### config.mk
export PLATFORM = sky130hd
export DESIGN_NAME = ivfr_queue
export DESIGN_NICKNAME = d
export VERILOG_FILES = /design/src/rtl/ivfr_pkg.sv /design/src/rtl/ivfr_queue.sv
export SDC_FILE = /design/constraint.sdc
export NUM_CORES = 1
export LEC_CHECK = 0
export BUFFER_PORTS_ARGS = -buffer_cell sky130_fd_sc_hd__buf_4
export CELL_PAD_IN_SITES_DETAIL_PLACEMENT = 1
export CELL_PAD_IN_SITES_GLOBAL_PLACEMENT = 2
export CORE_MARGIN = 2
export CORE_UTILIZATION = 40
export DETAILED_ROUTE_END_ITERATION = 12
export GPL_TIMING_DRIVEN = 0
export HOLD_SLACK_MARGIN = 0.08
export PLACE_DENSITY = 0.73
export SYNTH_ARGS = -nofsm -noshare
export SYNTH_HDL_FRONTEND = slang
export SYNTH_SLANG_ARGS = --single-unit
### constraint.sdc
create_clock -name clk -period 1.64 [get_ports clk]
set_clock_uncertainty 0.05 [all_clocks]
set_input_delay 0.082 -clock clk [delete_from_list [all_inputs] [get_ports clk]]
set_output_delay 0.082 -clock clk [all_outputs]
set_load 0.02 [all_outputs]
### src/rtl/ivfr_pkg.sv
`timescale 1ns / 1ps
`default_nettype none
// ----------------------------------------------------------------------------
// ivfr_pkg
// Shared types and constants of the IMU vector frame rotation and health block
// ----------------------------------------------------------------------------
package ivfr_pkg;

  localparam int SAMPLE_WIDTH_DEF = 32;
  localparam int COEF_WIDTH_DEF   = 16;
  localparam int AXES             = 3;
  localparam int TIME_W           = 64;
  localparam int STAT_W           = 4;
  localparam int HEALTH_W         = 2;
  localparam int CFG_IDX_W        = 2;
  localparam int QDEPTH           = 4;

  localparam logic [CFG_IDX_W-1:0] REG_ENABLE = 2'd0;
  localparam logic [CFG_IDX_W-1:0] REG_DCM0   = 2'd1;
  localparam logic [CFG_IDX_W-1:0] REG_DCM1   = 2'd2;
  localparam logic [CFG_IDX_W-1:0] REG_DCM2   = 2'd3;

  typedef enum logic {
    KIND_FORCE = 1'b0,
    KIND_RATE  = 1'b1
  } kind_t;

  typedef enum logic [HEALTH_W-1:0] {
    HL_UNAVAIL = 2'd0,
    HL_SAFE    = 2'd1,
    HL_RISK    = 2'd2
  } health_t;

  typedef struct packed {
    kind_t   kind;
    logic    en;
    health_t health;
  } tag_t;

endpackage
`default_nettype wire

### src/rtl/ivfr_queue.sv
`timescale 1ns / 1ps
`default_nettype none
// ----------------------------------------------------------------------------
// ivfr_queue
// Short first-in first-out queue between the front and back parts
// ----------------------------------------------------------------------------
module ivfr_queue #(
  parameter int W     = 8,
  parameter int DEPTH = ivfr_pkg::QDEPTH
) (
  input  wire logic         clk,
  input  wire logic         rst_n,
  input  wire logic         push_i,
  input  wire logic [W-1:0] push_data_i,
  output logic              full_o,
  input  wire logic         pop_i,
  output logic [W-1:0]      pop_data_o,
  output logic              valid_o
);

  localparam int PTR_W = (DEPTH > 1) ? $clog2(DEPTH) : 1;
  localparam int CNT_W = $clog2(DEPTH + 1);
  localparam logic [PTR_W-1:0] LAST = PTR_W'(DEPTH - 1);

  logic [W-1:0]     mem_r [DEPTH];
  logic [PTR_W-1:0] wr_ptr_r;
  logic [PTR_W-1:0] rd_ptr_r;
  logic [CNT_W-1:0] cnt_r;

  assign full_o     = (cnt_r == CNT_W'(DEPTH));
  assign valid_o    = (cnt_r != '0);
  assign pop_data_o = mem_r[rd_ptr_r];

  always_ff @(posedge clk) begin
    if (!rst_n) begin
      wr_ptr_r <= '0;
      rd_ptr_r <= '0;
      cnt_r    <= '0;
    end else begin
      if (push_i) begin
        wr_ptr_r <= (wr_ptr_r == LAST) ? '0 : wr_ptr_r + 1'b1;
      end
      if (pop_i) begin
        rd_ptr_r <= (rd_ptr_r == LAST) ? '0 : rd_ptr_r + 1'b1;
      end
      if (push_i && !pop_i) begin
        cnt_r <= cnt_r + 1'b1;
      end else if (pop_i && !push_i) begin
        cnt_r <= cnt_r - 1'b1;
      end
    end
  end

  always_ff @(posedge clk) begin
    if (push_i) begin
      mem_r[wr_ptr_r] <= push_data_i;
    end
  end

  a_no_overflow: assert property (@(posedge clk) disable iff (!rst_n)
    push_i |-> (!full_o || pop_i))
    else $error("queue push while full");

  a_no_underflow: assert property (@(posedge clk) disable iff (!rst_n)
    pop_i |-> valid_o)
    else $error("queue pop while empty");

endmodule
`default_nettype wire

Word-level counts from Yosys, hierarchy flattened
Memories as Yosys holds them, arrays and structs flattened. A register that Yosys moved wholly into a read port is not among the register bits.
Cells that the tools add are included.
Widths: inputs -> output; s select.
- reduce and logical (&&, ||, !) cells: 6
- multiplexer cells: 8
- equality and inequality tests: 3
- $add $sub $neg: 4
- operators with widths (cell ; number):
    $mux 2 ; 4
    $mux 3 ; 2
    $add 2x1->2 const B ; 2
    $eq 2x2->1 const B ; 2
    $add 3x1->3 const B ; 1
    $eq 3x3->1 const B ; 1
    $reduce_bool 3->1 ; 1
    $sub 3x1->3 const B ; 1
    $logic_and 1x1->1 ; 2
    $logic_not 1->1 ; 2
    $mux 1 ; 2
    $reduce_bool 2->1 ; 1
- bits of input ports: 12
- register bits: 7
- word-level logic and storage cells: 25
- output and inout bits: 10
- bits in writable memories: 32
- memories kept: 1
- memories (name ; words ; bits a word ; rd ports ; clocked after Yosys merged registers in ; write ports ; line ; source):
    mem_r ; 4 ; 8 ; 1 ; 1 ; 1 ; ivfr_queue.sv:25 ; logic [W-1:0] mem_r [DEPTH];

Longest topological paths before layout
- depth in word-level cells: 4
- gate-level depth with buffers: 7

Worst setup path before layout
OpenSTA, ideal clock, no wires.
- kind: register to register
- start point: register cnt_r[0]
- end point: register cnt_r[2]
- cell stages (with the launch flop): 5
- clock period less this slack: 1.440 ns
- buffers on the path: 0
- path slack: 0.200 ns
- arrival time: 1.320 ns
- path through: dfxtp_1 > fa_1 > xor2_1 > or3_1 > a21boi_1
- word-level cells in the longest chain between the ends: 3
- RTL lines (element ; line ; source):
    start: declaration ; ivfr_queue.sv:28 ; logic [CNT_W-1:0] cnt_r;
    start signal: assignment ; ivfr_queue.sv:47 ; cnt_r <= cnt_r + 1'b1;
    start signal: assignment ; ivfr_queue.sv:49 ; cnt_r <= cnt_r - 1'b1;
    $sub 3x1->3 ; ivfr_queue.sv:49 ;
    $mux 3 ; ivfr_queue.sv:48 ; end else if (pop_i && !push_i) begin
    $mux 3 * ; ivfr_queue.sv:46 ; if (push_i && !pop_i) begin
Mark *: on every way between the ends. The rest lies on a longest branch, timed or not. The select of a mux whose other input is x is not followed.
A chain may end at the register's enable or synchronous reset.

==> impl_metrics.toml <==
[outcome]
status = "finished clean"

[yosys]
synth-seq-area-share_pct = 70.6
yosys.area.top_type = "edfxtp_1"
synth_area_per_cell_um2 = 18.8
synth_nets = 105
synth.most_common_cell = "edfxtp_1"
synth_seq_cells = 41
synthTopCellsByCount = "edfxtp_1, dfxtp_1, mux4_2, ha_1"
synthArstFlopShare_pct = 0
synthTopCellsByArea = "edfxtp_1, dfxtp_1, mux4_2"
syn-cell-area_mm2 = 0.00162
synth_top_area_share_pct = 59.4
synthCells = 86
ys.flop_type = "edfxtp_1"
yosysWarningCount = 0
synth_cell_types = 20
synth-edff-count = 32

[global_route]
antenna_found_initial = 0
grt_max_degree = 13
grt_pass1_wl_um = 4660
grt_usage_pct = 15.2
grt-ovfl-total = 0
first_global_vias = 943

[die]
rows = 23
initial_core_util_pct = 41.0
coreArea_mm2 = 0.00394
die_x_um = 67.6
ios = 22
die-height_um = 67.6
dieArea_mm2 = 0.00457

[layout]
diodes = 0
fill_cells = 390
nets = 146
drive_above_1_share_pct = 30.5
multi_input_area_um2 = 444
areaGrowthSynthToFinish_pct = 29.2
fin_cells = 178
seq_area_mm2 = 0.00114
finish.instance_area_mm2 = 0.00209

[worst_setup_path]
worstSetupPathType = "reg -> out"
rrSetupSlack_ps = 120
r2r_start = "cnt_r[0]$_SDFFE_PN0P_"
end_kind = "output pin"
crit-reg2reg-capture = "cnt_r[2]$_SDFFE_PN0P_"
rr_worst_depth = 4
required_ps = 1510
start_kind = "flop"
worstPathArrival_ps = 1450
crit_fanout = 8

[placement]
io_buffers = 21
placedCellCount = 157
place_area_mm2 = 0.00184
finalWeightedCongestion = 0.644

[routing]
ant_nets = 0
wire_per_inst_um = 15.6
wl_um = 2770
route.vias.total = 865
drtIter0Drc = 31
route.detailed.drc = 0
via_per_inst = 4.86
first_pass_iters = 2

[sta]
period_share_pct = 96.3
setup_viol = 0
relSlewSlack_pct = 69.1
fmax_mhz = 633
hold_viol_final = 0
period_needed_ps = 1580
slew_viol_final = 0
hold_slack_ps = 225
tightest_slew_ps = 464

[worst_hold_path]
hp-class = "in -> reg"
min_from = "pop_i"
hold_depth = 4

[power_and_ir_drop]
p_leak_nw = 0.774
power_density_mw_per_mm2 = 1120
ir_drop_mv = 0.537

[clocking]
cts_buffer_depth = 2
cts_tree = "yes"
cts_buffers = 5
h-tree-depth = 2
clkSinkCount = 41
clkLatencyLatePin_ps = 290
clkTransAtPathRegs_ps = 70
root_buffer = "clkbuf_8"

[flow_run]
drv_cap = 0
how the worst max path moves through the flow:
stage                                from                     to
floorplan           cnt_r[0]$_SDFFE_PN0P_  cnt_r[2]$_SDFFE_PN0P_
global placement                    pop_i  cnt_r[2]$_SDFFE_PN0P_
detailed placement                  pop_i  cnt_r[2]$_SDFFE_PN0P_
CTS                                  flop          pop_data_o[6]
global route                         flop          pop_data_o[6]
finish                               flop          pop_data_o[0]
cell families after synthesis:
group,Yosys count,synth area share [%]
simple gates,15,5.65
buf+inv,6,1.93
flops,41,70.6
mux,12,13.6
compound gates,3,1.24
fa+ha+maj,7,5.88
xor+xnor,2,1.08
registers in the layout, indices dropped and copies added, names as in the netlist, named ones only:
| register | cells |
|---|---|
| mem_r | 32 |
| cnt_r | 3 |
| rd_ptr_r | 2 |
| wr_ptr_r | 2 |
power by group:
part           total (mW)  leakage, nW  switching (mW)  internal (mW)
clock               0.774       0.0528           0.325          0.449
sequential           1.21        0.369          0.0318           1.18
combinational       0.345        0.352           0.164          0.181
placed cells by master, fill, tap and decap left out, drive strengths merged:
cell type | Yosys | routed
edfxtp | 32 | 32
buf | 1 | 22
dlygate4sd3 | 0 | 13
dfxtp | 9 | 9
mux4 | 8 | 8
clkbuf | 1 | 7
ha | 6 | 6
and2 | 5 | 5
nor2b | 5 | 5
inv | 4 | 4
mux2i | 4 | 4
or3 | 2 | 2
nor3b | 1 | 1
xnor2 | 1 | 1
nor2 | 1 | 1
nor3 | 1 | 1
o21a | 1 | 1
xor2 | 1 | 1
o21ai | 1 | 1
a21boi | 1 | 1
fa | 1 | 1
bufinv | 0 | 1
clkinv | 0 | 1
critical path, stage by stage, from the launching register on:
cell and delay (ps):
dfxtp_2 340, buf_12 140, mux4_2 500, buf_4 170
cell type report:
type	instances	share of cell area (%)
clock inverter	2	1.62
sequential	41	54.8
clock buffer	6	3.48
tap	50	3.00
timing repair buffer	34	14.0
inverter	4	0.719
multi-input combinational	39	21.3
buffer	2	1.20
metal layers:
| layer | global-route usage, % | part of all wire (%) |
|---|---|---|
| met2 | 25.7 | 54 |
| met4 | 6.89 | 1.9 |
| met1 | 16.6 | 40 |
| met5 | 0 | 0 |
| met3 | 6.17 | 4.6 |
what timing repair did:
action                     CTS  global route
hold buffers                12             1
buffers inserted             0             0
resized for setup            0             5
setup endpoints to repair    0             9
hold endpoints to repair    41             1
through the flow:
step           setup WS (ps)  utilization, %  TNS, ps  power, mW
2_1_floorplan            200               -        0       1.43
3_3_place_gp            40.7            46.6        0       1.54
3_5_place_dp            13.1            46.6        0       1.55
4_1_cts                 5.56            52.3        0       2.35
5_1_grt                -6.29            53.0    -6.29       2.45
6_report                60.4            53.0        0       2.33
Note: power is estimated with default switching activity, not from simulation.
