==> src/rtl/ivfr_pkg.sv <==
`timescale 1ns / 1ps
`default_nettype none
// ----------------------------------------------------------------------------
// ivfr_pkg
// Shared types and constants of the IMU vector frame rotation and health block
// ----------------------------------------------------------------------------
package ivfr_pkg;

  localparam int SAMPLE_WIDTH_DEF = 32;
  localparam int COEF_WIDTH_DEF   = 16;
  localparam int AXES             = 3;
  localparam int TIME_W           = 64;
  localparam int STAT_W           = 4;
  localparam int HEALTH_W         = 2;
  localparam int CFG_IDX_W        = 2;
  localparam int QDEPTH           = 4;

  localparam logic [CFG_IDX_W-1:0] REG_ENABLE = 2'd0;
  localparam logic [CFG_IDX_W-1:0] REG_DCM0   = 2'd1;
  localparam logic [CFG_IDX_W-1:0] REG_DCM1   = 2'd2;
  localparam logic [CFG_IDX_W-1:0] REG_DCM2   = 2'd3;

  typedef enum logic {
    KIND_FORCE = 1'b0,
    KIND_RATE  = 1'b1
  } kind_t;

  typedef enum logic [HEALTH_W-1:0] {
    HL_UNAVAIL = 2'd0,
    HL_SAFE    = 2'd1,
    HL_RISK    = 2'd2
  } health_t;

  typedef struct packed {
    kind_t   kind;
    logic    en;
    health_t health;
  } tag_t;

endpackage
`default_nettype wire

==> src/rtl/ivfr_back.sv <==
`timescale 1ns / 1ps
`default_nettype none
// ----------------------------------------------------------------------------
// ivfr_back
// Force hold, result combining and output register
// ----------------------------------------------------------------------------
module ivfr_back #(
  parameter int SW    = ivfr_pkg::SAMPLE_WIDTH_DEF,
  parameter int QW    = $bits(ivfr_pkg::tag_t) + ivfr_pkg::AXES * SW + ivfr_pkg::TIME_W,
  parameter int OUT_W = ((6 * SW + 2 * ivfr_pkg::HEALTH_W + ivfr_pkg::TIME_W + 7) / 8) * 8
) (
  input  wire logic          clk,
  input  wire logic          rst_n,
  input  wire logic          q_valid_i,
  input  wire logic [QW-1:0] q_data_i,
  output logic               q_pop_o,
  output logic               out_tvalid,
  input  wire logic          out_tready,
  output logic [OUT_W-1:0]   out_tdata
);

  localparam int AXES   = ivfr_pkg::AXES;
  localparam int TIME_W = ivfr_pkg::TIME_W;
  localparam int HW     = ivfr_pkg::HEALTH_W;
  localparam int FH_LSB = 2 * AXES * SW;
  localparam int RH_LSB = FH_LSB + HW;
  localparam int TS_LSB = RH_LSB + HW;

  ivfr_pkg::tag_t      tag;
  logic [AXES*SW-1:0]  vec;
  logic [TIME_W-1:0]   tmean;
  logic                pending_r;
  logic [AXES*SW-1:0]  held_vec_r;
  ivfr_pkg::health_t   held_hl_r;
  logic [TIME_W-1:0]   held_t_r;
  logic                out_valid_r;
  logic [OUT_W-1:0]    out_data_r;
  logic [OUT_W-1:0]    res_nxt;
  ivfr_pkg::health_t   fh;
  logic [TIME_W-1:0]   ts;

  assign {tag, vec, tmean} = q_data_i;
  assign q_pop_o    = q_valid_i && (tag.kind == ivfr_pkg::KIND_FORCE ||
                                    !out_valid_r || out_tready);
  assign out_tvalid = out_valid_r;
  assign out_tdata  = out_data_r;

  always_comb begin
    fh = pending_r ? held_hl_r : ivfr_pkg::HL_UNAVAIL;
    if (fh != ivfr_pkg::HL_UNAVAIL && tag.health != ivfr_pkg::HL_UNAVAIL) begin
      ts = {1'b0, held_t_r[TIME_W-1:1]} + {1'b0, tmean[TIME_W-1:1]};
    end else if (fh != ivfr_pkg::HL_UNAVAIL) begin
      ts = held_t_r;
    end else begin
      ts = tmean;
    end
    res_nxt = '0;
    if (tag.en) begin
      res_nxt[0 +: AXES*SW]       = (fh != ivfr_pkg::HL_UNAVAIL) ? held_vec_r : '0;
      res_nxt[AXES*SW +: AXES*SW] = vec;
      res_nxt[FH_LSB +: HW]       = fh;
      res_nxt[RH_LSB +: HW]       = tag.health;
      res_nxt[TS_LSB +: TIME_W]   = ts;
    end
  end

  always_ff @(posedge clk) begin
    if (!rst_n) begin
      pending_r   <= 1'b0;
      out_valid_r <= 1'b0;
    end else begin
      if (q_pop_o && tag.kind == ivfr_pkg::KIND_RATE) begin
        pending_r   <= 1'b0;
        out_valid_r <= 1'b1;
      end else begin
        if (q_pop_o) begin
          pending_r <= tag.en;
        end
        if (out_tready) begin
          out_valid_r <= 1'b0;
        end
      end
    end
  end

  always_ff @(posedge clk) begin
    if (q_pop_o && tag.kind == ivfr_pkg::KIND_FORCE && tag.en) begin
      held_vec_r <= vec;
      held_hl_r  <= tag.health;
      held_t_r   <= tmean;
    end
    if (q_pop_o && tag.kind == ivfr_pkg::KIND_RATE) begin
      out_data_r <= res_nxt;
    end
  end

  a_rate_clears_pending: assert property (@(posedge clk) disable iff (!rst_n)
    (q_pop_o && tag.kind == ivfr_pkg::KIND_RATE) |=> !pending_r)
    else $error("force still pending after rate transaction");

  a_disabled_zero: assert property (@(posedge clk) disable iff (!rst_n)
    (q_pop_o && tag.kind == ivfr_pkg::KIND_RATE && !tag.en) |=>
      (out_tvalid && out_tdata == '0))
    else $error("disabled result not all zero");

  a_unavail_force_zero: assert property (@(posedge clk) disable iff (!rst_n)
    (out_tvalid && out_tdata[FH_LSB +: HW] == ivfr_pkg::HL_UNAVAIL) |->
      (out_tdata[0 +: AXES*SW] == '0))
    else $error("unavailable force carries nonzero vector");

endmodule
`default_nettype wire

==> config.mk <==
export PLATFORM = sky130hd
export DESIGN_NAME = ivfr_back
export DESIGN_NICKNAME = d
export VERILOG_FILES = /design/src/rtl/ivfr_pkg.sv /design/src/rtl/ivfr_back.sv
export SDC_FILE = /design/constraint.sdc
export NUM_CORES = 1
export LEC_CHECK = 0
export ABC_CLOCK_PERIOD_IN_PS = 19000
export BUFFER_PORTS_ARGS = -buffer_cell sky130_fd_sc_hd__buf_2
export CAP_MARGIN = 0
export CORE_MARGIN = 8
export CORE_UTILIZATION = 56
export CTS_BUF_LIST = sky130_fd_sc_hd__clkbuf_4 sky130_fd_sc_hd__clkbuf_8
export DETAILED_ROUTE_END_ITERATION = 10
export GPL_TIMING_DRIVEN = 1
export PLACE_DENSITY = 0.82
export SYNTH_ARGS = -nofsm -noshare
export SYNTH_HDL_FRONTEND = slang
export SYNTH_SLANG_ARGS = --single-unit
==> constraint.sdc <==
create_clock -name clk -period 19 [get_ports clk]
set_input_delay 4.75 -clock clk [delete_from_list [all_inputs] [get_ports clk]]
set_output_delay 4.75 -clock clk [all_outputs]
set_load 0.01 [all_outputs]
Word level (Yosys, flattened, before mapping)
Cells that the tools add are included.
{"block": "op_classes", "n_addsub": 1, "n_mux": 5, "bitwise": 2, "n_reduce_logical": 13}
{"operator": "$mux W64", "n": 2}
{"operator": "$add A63 B63 Y64", "n": 1}
{"operator": "$reduce_bool A2 Y1", "n": 3}
{"operator": "$logic_and A1 B1 Y1", "n": 5}
{"operator": "$logic_or A1 B1 Y1", "n": 2}
{"operator": "$mux W1", "n": 2}
{"operator": "$mux W2", "n": 1}
{"operator": "$not A1 Y1", "n": 2}
{"operator": "$reduce_and A2 Y1", "n": 1}
{"operator": "$reduce_or A2 Y1", "n": 1}
{"operator": "$logic_not A1 Y1", "n": 1}
{"block": "word_totals", "reg_bits": 424, "input_bits": 168, "output_inout_bits": 266, "wordCells": 28}

Depth between registers and ports, before layout
Gate-level depths: netlist of the first run.
{"block": "depth", "ltp_word": 6, "depth_mapped": 12, "mapped_depth_nobuf": 12}

Worst setup path before layout of the first run
OpenSTA, ideal clock, no wires.
{"block": "synth_timing", "path_type": "input to register", "from": "input port q_data_i[162]", "to": "register pending_r", "setup_ps": 112, "arrival_ps": 17782, "required_time_ps": 18888, "path_slack_ps": 1106, "cell_stages": 4, "path_buffers": 1, "path_cell_list": "clkbuf_1 -> inv_1 -> nor3b_1 -> o21a_1"}
{"item": "start: declaration", "line": "ivfr_back.sv:15", "rtl": "input wire logic [QW-1:0] q_data_i,"}
{"item": "end signal: assignment", "line": "ivfr_back.sv:77", "rtl": "pending_r <= tag.en;"}
{"item": "end: declaration", "line": "ivfr_back.sv:32", "rtl": "logic pending_r;"}

Final worst setup path of the first run
{"block": "layout_timing", "from": "input port out_tready", "to": "output port q_pop_o"}
{"block": "layout_between", "elab_chain_len": 2}
{"item": "start: declaration", "line": "ivfr_back.sv:18", "rtl": "input wire logic out_tready,"}
{"item": "$logic_or A1 B1 Y1", "line": "ivfr_back.sv:44", "rtl": "!out_valid_r || out_tready);"}
{"item": "$logic_and A1 B1 Y1", "line": "ivfr_back.sv:43", "rtl": "assign q_pop_o = q_valid_i && (tag.kind == ivfr_pkg::KIND_FORCE ||"}
{"item": "end: declaration", "line": "ivfr_back.sv:16", "rtl": "output logic q_pop_o,"}
Every way passes these cells.

==> results of run 1 <==
-- sequential cells by signal, summed over array words and instances, names as in the netlist --
signal and flops:
pending_r 1, held_t_r 64, out_tdata 260, out_tvalid 1
held_hl_r 2, held_vec_r 96
-- metal layers --
| metal | part of all wire (%) | wire [um] | up-vias |
|---|---|---|---|
| li1 | - | - | 6408 |
| met1 | 37 | 19900 | 6704 |
| met2 | 52 | 27600 | 615 |
| met3 | 7.9 | 4200 | 102 |
| met4 | 3.1 | 1670 | 4 |
| met5 | 0.047 | 25 | - |
-- worst max path at each step --
stage | start | to | slack (ns) | cells past startpoint
3_5_place_dp | out_tready | q_pop_o | 8.46 | 4
5_1_grt | out_tready | q_pop_o | 8.46 | 4
2_1_floorplan | q_data_i[162] | pending_r | 1.11 | 4
3_3_place_gp | out_tready | q_pop_o | 8.45 | 4
4_1_cts | out_tready | q_pop_o | 8.45 | 4
6_report | out_tready | q_pop_o | 8.45 | 4
-- logic make-up after synthesis --
kind of cell	share of synthesized area [%]
adders and majority gates	4.17
buffers and inverters	2.10
and+or+nand+nor	12.8
xor gates and xnor gates	2.62
DFF	65.7
other	0.0194
AOI/OAI and AO/OA	12.6
-- worst max-delay path, cell delays in order --
cell and delay [ns]:
buf_2 0.10, nor2b_1 0.46, a21boi_0 0.28, buf_2 0.20
-- power by group through the flow --
| stage | clock network (W) | registers (W) | logic [W] |
|---|---|---|---|
| 4_1_cts | 0.000791 | 0.00109 | 0.000268 |
| 2_1_floorplan | 0 | 0.00113 | 0.000152 |
| 3_3_place_gp | 0 | 0.00111 | 0.000261 |
| 5_1_grt | 0.000828 | 0.00110 | 0.000294 |
| 6_report | 0.000776 | 0.00109 | 0.000268 |
| 3_5_place_dp | 0 | 0.00111 | 0.000265 |
-- stage by stage --
stage               total power (W)  hold slack, ns  instance area [um2]  utilization (%)  instances
floorplan                   0.00129           0.509                19400                -       1482
global placement            0.00137           0.511                21800             63.7       2286
detailed placement          0.00138           0.518                21800             63.7       2286
CTS                         0.00215           0.531                23200             67.6       2404
global route                0.00222           0.549                23200             67.7       2417
finish                      0.00214           0.525                23200             67.7       2417
-- synth_stat cells (all sizes together) (20+ instances only) --
library cell and n:
nand2 114, a21oi 104, o211ai 35, edfxtp 422
xor2 20, a21o 46, xnor2 38, o21ai 70
clkbuf 73, nor2b 106, o211a 28, a31oi 21
ha 63, nand4 29, and2 102, nor2 48
-- layout make-up --
class,count,area [um2],share of cell area (%)
sequential,424,12700,54.8
multi-input combinational,957,6280,27.1
timing repair buffer,439,2240,9.64
clock buffer,92,1120,4.81
tap,455,569,2.45
clock inverter,26,210,0.906
inverter,11,41.3,0.178
antenna,13,32.5,0.140
==> run_results.csv, run 1 <==
group,metric,value,unit
run_status,status,"completed",
worst_hold_path,hp-start,"held_vec_r[22]",
timing,hold_viol,0,
finish,final_common_cell,"buf_2",
power_and_ir_drop,power.density,92.1,nW/um2
timing,tns,0,ns
timing,drv_slew,0,
logic_synthesis,synth_area_leaders,"edfxtp_1 (65%), ha_1 (4.1%), nor2b_1 (3.4%)",
grt,antenna_found_initial,18,
grt,grt_pass1_wl,80600,um
power_and_ir_drop,power_switching,0.000533,W
logic_synthesis,seq_area_frac_synth,65.7,%
drt,vias,13800,
timing,period_share,55.5,%
floorplanning,initial_utilization,56.5,%
drt,vias_per_cell,5.72,
timing,worst_pin_slew,1.06,ns
cts,cts_buffers,68,
floorplanning,fp.dieH,202,um
timing,finalClockSkew,0.0329,ns
finish,drive_gt1_share,29.2,%
finish,synthToLayoutAreaGrowth,19.8,%
cts,clk_pin_slew,0.06,ns
worst_setup_path,cp_max_fo,3,
grt,grt_usage,25.2,%
timing,timing.final.crit_period,10.55,ns
power_and_ir_drop,ir_worst_vdd,0.0568,mV
drt,drt_iter0_drc,1102,
cts,cts_resized,0,
cts,clk_path_buf_depth,3,
place,io_buffers,429,
place,dp_slack,8.46,ns
worst_hold_path,worstHoldPathCells,1,
logic_synthesis,synth_ff_type,"edfxtp_1",
logic_synthesis,synthArstFlopShare,0,%
grt,use_met3,6.34,%
drt,finalWirelength,53500,um
worst_setup_path,regToRegStartpoint,"held_t_r[2]",
timing,slew_headroom,29.5,%
drt,route.detailed.drc,0,
cts,ctsHoldBuffers,0,
cts,post-cts-setup-buffers,0,
logic_synthesis,synthCells,1479,
grt,grt_use_met1,29.3,%
floorplanning,die_area,40800,um2
logic_synthesis,postSynthAreaPerCell,13.1,um2
cts,cts_tree,"done",
grt,grt_busiest_layer,"met2",
worst_setup_path,critPathArrivalTime,5.80,ns
cts,root_buffer,"clkbuf_8",
logic_synthesis,synth_edf_count,422,
power_and_ir_drop,seq_power_share,51.2,%
worst_setup_path,critical_path_class,"primary input to output port",
floorplanning,io_pins,434,
finish,fin_nets,2133,
floorplanning,core,34300,um2
floorplanning,rows,68,
worst_setup_path,end_kind,"output port",
worst_setup_path,cp_data_required_time,14.25,ns
timing,fmax,0.0948,GHz
worst_setup_path,critPathLaunchType,"primary input",
finish,n_fill_cell,2363,
drt,drt-pass1-iter-count,6,
worst_hold_path,holdPathEnd,"out_tdata[22]",
power_and_ir_drop,power_leakage,9.19,nW
logic_synthesis,ys_warn_count,0,
grt,grt_pass1_vias,13700,
worst_setup_path,timing.reg2reg.setup_slack,14.73,ns
cts,cts_num_sinks,424,
logic_synthesis,synthesis.area,19400,um2
floorplanning,dieWidth,202,um
place,hpwlAfterDp,37800,um
timing,rsz0062_at_grt,"false",
worst_setup_path,rr_worst_depth,11,
grt,grt_max_degree,164,
job,max-cap-violations,0,
place,place_congestion,0.964,
power_and_ir_drop,internal-power,0.00160,W
grt,overflow,0,
logic_synthesis,synth_top_area_cell,"edfxtp_1",
cts,clk_latency,0.59,ns
grt,grt_use_met2,43.9,%
logic_synthesis,synth_cell_types,62,
worst_hold_path,hold_path_class,"flip-flop to flip-flop",
drt,routedWlPerCell,22.1,um
timing,layout_setup_ws,8.45,ns
power_and_ir_drop,swShare,24.9,%
power_and_ir_drop,power_frac_comb,12.6,%
worst_setup_path,regToRegEndpoint,"out_tdata[257]",
power_and_ir_drop,p_clk_share,36.3,%
logic_synthesis,synth_top_area_share,65.5,%
cts,cts_max_level,3,
logic_synthesis,synth_seq_cells,424,
timing,setup_viol,0,
finish,layout_common_cells,"buf_2 (428), edfxtp_1 (422), nand2_1 (112)",
drt,ant_nets,0,
Note: power is estimated with default switching activity, not from simulation.
==> run 2: changes to the inputs <==
- ABC_CLOCK_PERIOD_IN_PS: 19000 -> 9940
- clock period: 19 -> 9.94 ns (I/O delays scaled with it)
==> run 2 against run 1 <==
Compared with the run above: die area is the same; clock-buffer cell count is the same; via count grew 0.88%; total power grew 90%; register-to-register slack lost 8.9 ns; non-clock buffer count shrank 3; critical endpoint is now out_tdata[257]; largest cell class unchanged.
==> run_results.csv, run 2 (synthesis gave the netlist of run 1 again) <==
group,metric,value,unit
run_status,status,"completed",
worst_setup_path,critPathLaunchType,"primary input",
finish,n_fill_cell,2479,
worst_setup_path,cp_max_fo,6,
timing,slew_headroom,23.8,%
place,place_congestion,0.983,
finish,multi_input_area,6290,um2
cts,cts_buffers,67,
drt,route.detailed.drc,0,
drt,routedWlPerCell,22.4,um
grt,grt_usage,25.4,%
place,io_buffers,429,
drt,drt-pass1-iter-count,5,
finish,regArea,12700,um2
power_and_ir_drop,power.density,176,nW/um2
finish,synthToLayoutAreaGrowth,19.7,%
floorplanning,core,34300,um2
grt,grt_max_degree,194,
power_and_ir_drop,finalPower,0.00407,W
timing,fmax,0.176,GHz
grt,overflow,0,
grt,antenna_found_initial,13,
cts,clk_pin_slew,0.06,ns
power_and_ir_drop,ir_worst_vdd,0.102,mV
drt,vias,14000,
place,place_area,21800,um2
drt,ant_nets,0,
cts,cts_resized,0,
worst_setup_path,regToRegEndpoint,"out_tdata[257]",
timing,hold_viol,0,
worst_setup_path,rr_worst_depth,11,
drt,vias_per_cell,5.79,
finish,layout_common_cells,"buf_2 (428), edfxtp_1 (422), nand2_1 (112)",
power_and_ir_drop,swShare,25.3,%
worst_setup_path,critPathArrivalTime,6.01,ns
grt,grt_pass1_vias,13800,
floorplanning,fp.dieH,202,um
job,max-cap-violations,0,
power_and_ir_drop,p_clk_share,36.0,%
power_and_ir_drop,power_leakage,9.16,nW
power_and_ir_drop,power_switching,0.00103,W
worst_hold_path,holdPathEnd,"out_tdata[16]",
drt,finalWirelength,53900,um
cts,clk_latency,0.59,ns
worst_hold_path,hold_path_class,"flip-flop to flip-flop",
grt,grt_pass1_wl,81200,um
finish,fin_area,23200,um2
floorplanning,rows,68,
cts,clk_path_buf_depth,3,
timing,worst_pin_slew,1.14,ns
worst_setup_path,timing.reg2reg.setup_slack,5.82,ns
floorplanning,dieWidth,202,um
timing,timing.final.crit_period,5.68,ns
finish,largest_register_ffs,260,
worst_setup_path,cp_data_required_time,10.27,ns
worst_hold_path,worstHoldPathCells,1,
cts,cts_num_sinks,424,
worst_setup_path,critical_path_class,"primary input to flip-flop",
drt,drt_iter0_drc,1104,
timing,drv_slew,0,
timing,tns,0,ns
place,hpwlAfterDp,38000,um
power_and_ir_drop,power_frac_comb,12.6,%
power_and_ir_drop,internal-power,0.00304,W
timing,rsz0062_at_grt,"false",
finish,final_common_cell,"buf_2",
floorplanning,io_pins,434,
worst_hold_path,hp-start,"held_vec_r[16]",
cts,cts_tree,"done",
cts,ctsHoldBuffers,0,
floorplanning,die_area,40800,um2
finish,drive_gt1_share,29.0,%
timing,setup_viol,0,
floorplanning,initial_utilization,56.5,%
worst_setup_path,regToRegStartpoint,"held_t_r[2]",
power_and_ir_drop,seq_power_share,51.4,%
timing,finalClockSkew,0.0310,ns
finish,fin_nets,2129,
cts,post-cts-setup-buffers,0,
timing,period_share,57.1,%
worst_setup_path,startpoint,"q_data_i[5]",
cts,cts_max_level,3,
worst_setup_path,end_kind,"flip-flop",
cts,root_buffer,"clkbuf_8",
==> run 2: changes by cell type in the layout (fill, tap and decap cells not counted), sizes merged <==
| cell | delta |
|---|---|
| clkinv | -1 |
| diode | -3 |
| inv | +2 |
| clkinvlp | +1 |
| bufinv | -1 |
| buf | -3 |
==> run 2: routing by layer <==
layer	global-route usage (%)	part of all wire [%]
met5	0	0.024
met4	8.74	2.5
met2	45.0	51
met1	29.9	38
met3	6.00	8.0
==> run 2: how the worst max path moves through the flow <==
stage | endpoint | slack, ns
finish | out_tdata[257] | 4.26
global route | q_pop_o | 4.23
CTS | q_pop_o | 4.30
detailed placement | out_tdata[257] | 3.84
global placement | out_tdata[257] | 3.86
floorplan | held_hl_r[0] | 0.16
==> run 2: power groups by stage <==
stage                     combinational, W  clock (W)  sequential (W)
after global placement            0.000503          0         0.00212
after global routing              0.000560    0.00156         0.00210
final                             0.000514    0.00147         0.00209
after CTS                         0.000512    0.00149         0.00209
after detailed placement          0.000508          0         0.00213
after floorplan                   0.000291          0         0.00216
==> run 2: critical path: stages <==
cell,delay [ns]
buf_2,0.11
ha_1,0.37
a211o_1,0.30
a211oi_1,0.40
o211ai_1,0.29
nand4_1,0.23
a2111oi_0,0.18
a211oi_1,0.71
o21ai_1,0.25
a221oi_1,0.39
xor2_1,0.17
o21ai_0,0.09
==> run 2: through the flow <==
stage / hold slack [ns] / utilization (%) / worst slack, ns / instances
after floorplan: 0.509 / - / 0.161 / 1482
after global placement: 0.512 / 63.7 / 3.86 / 2283
after detailed placement: 0.518 / 63.7 / 3.84 / 2283
after CTS: 0.530 / 67.5 / 4.30 / 2402
after global routing: 0.548 / 67.6 / 4.23 / 2410
final: 0.532 / 67.6 / 4.26 / 2412
==> run 2: final cells by class <==
type | instances | share of cell area (%)
Sequential cell | 424 | 54.8
Clock inverter | 27 | 0.885
Antenna cell | 10 | 0.108
Timing Repair Buffer | 436 | 9.61
Tap cell | 455 | 2.46
Clock buffer | 92 | 4.79
Multi-Input combinational cell | 957 | 27.1
Inverter | 11 | 0.178
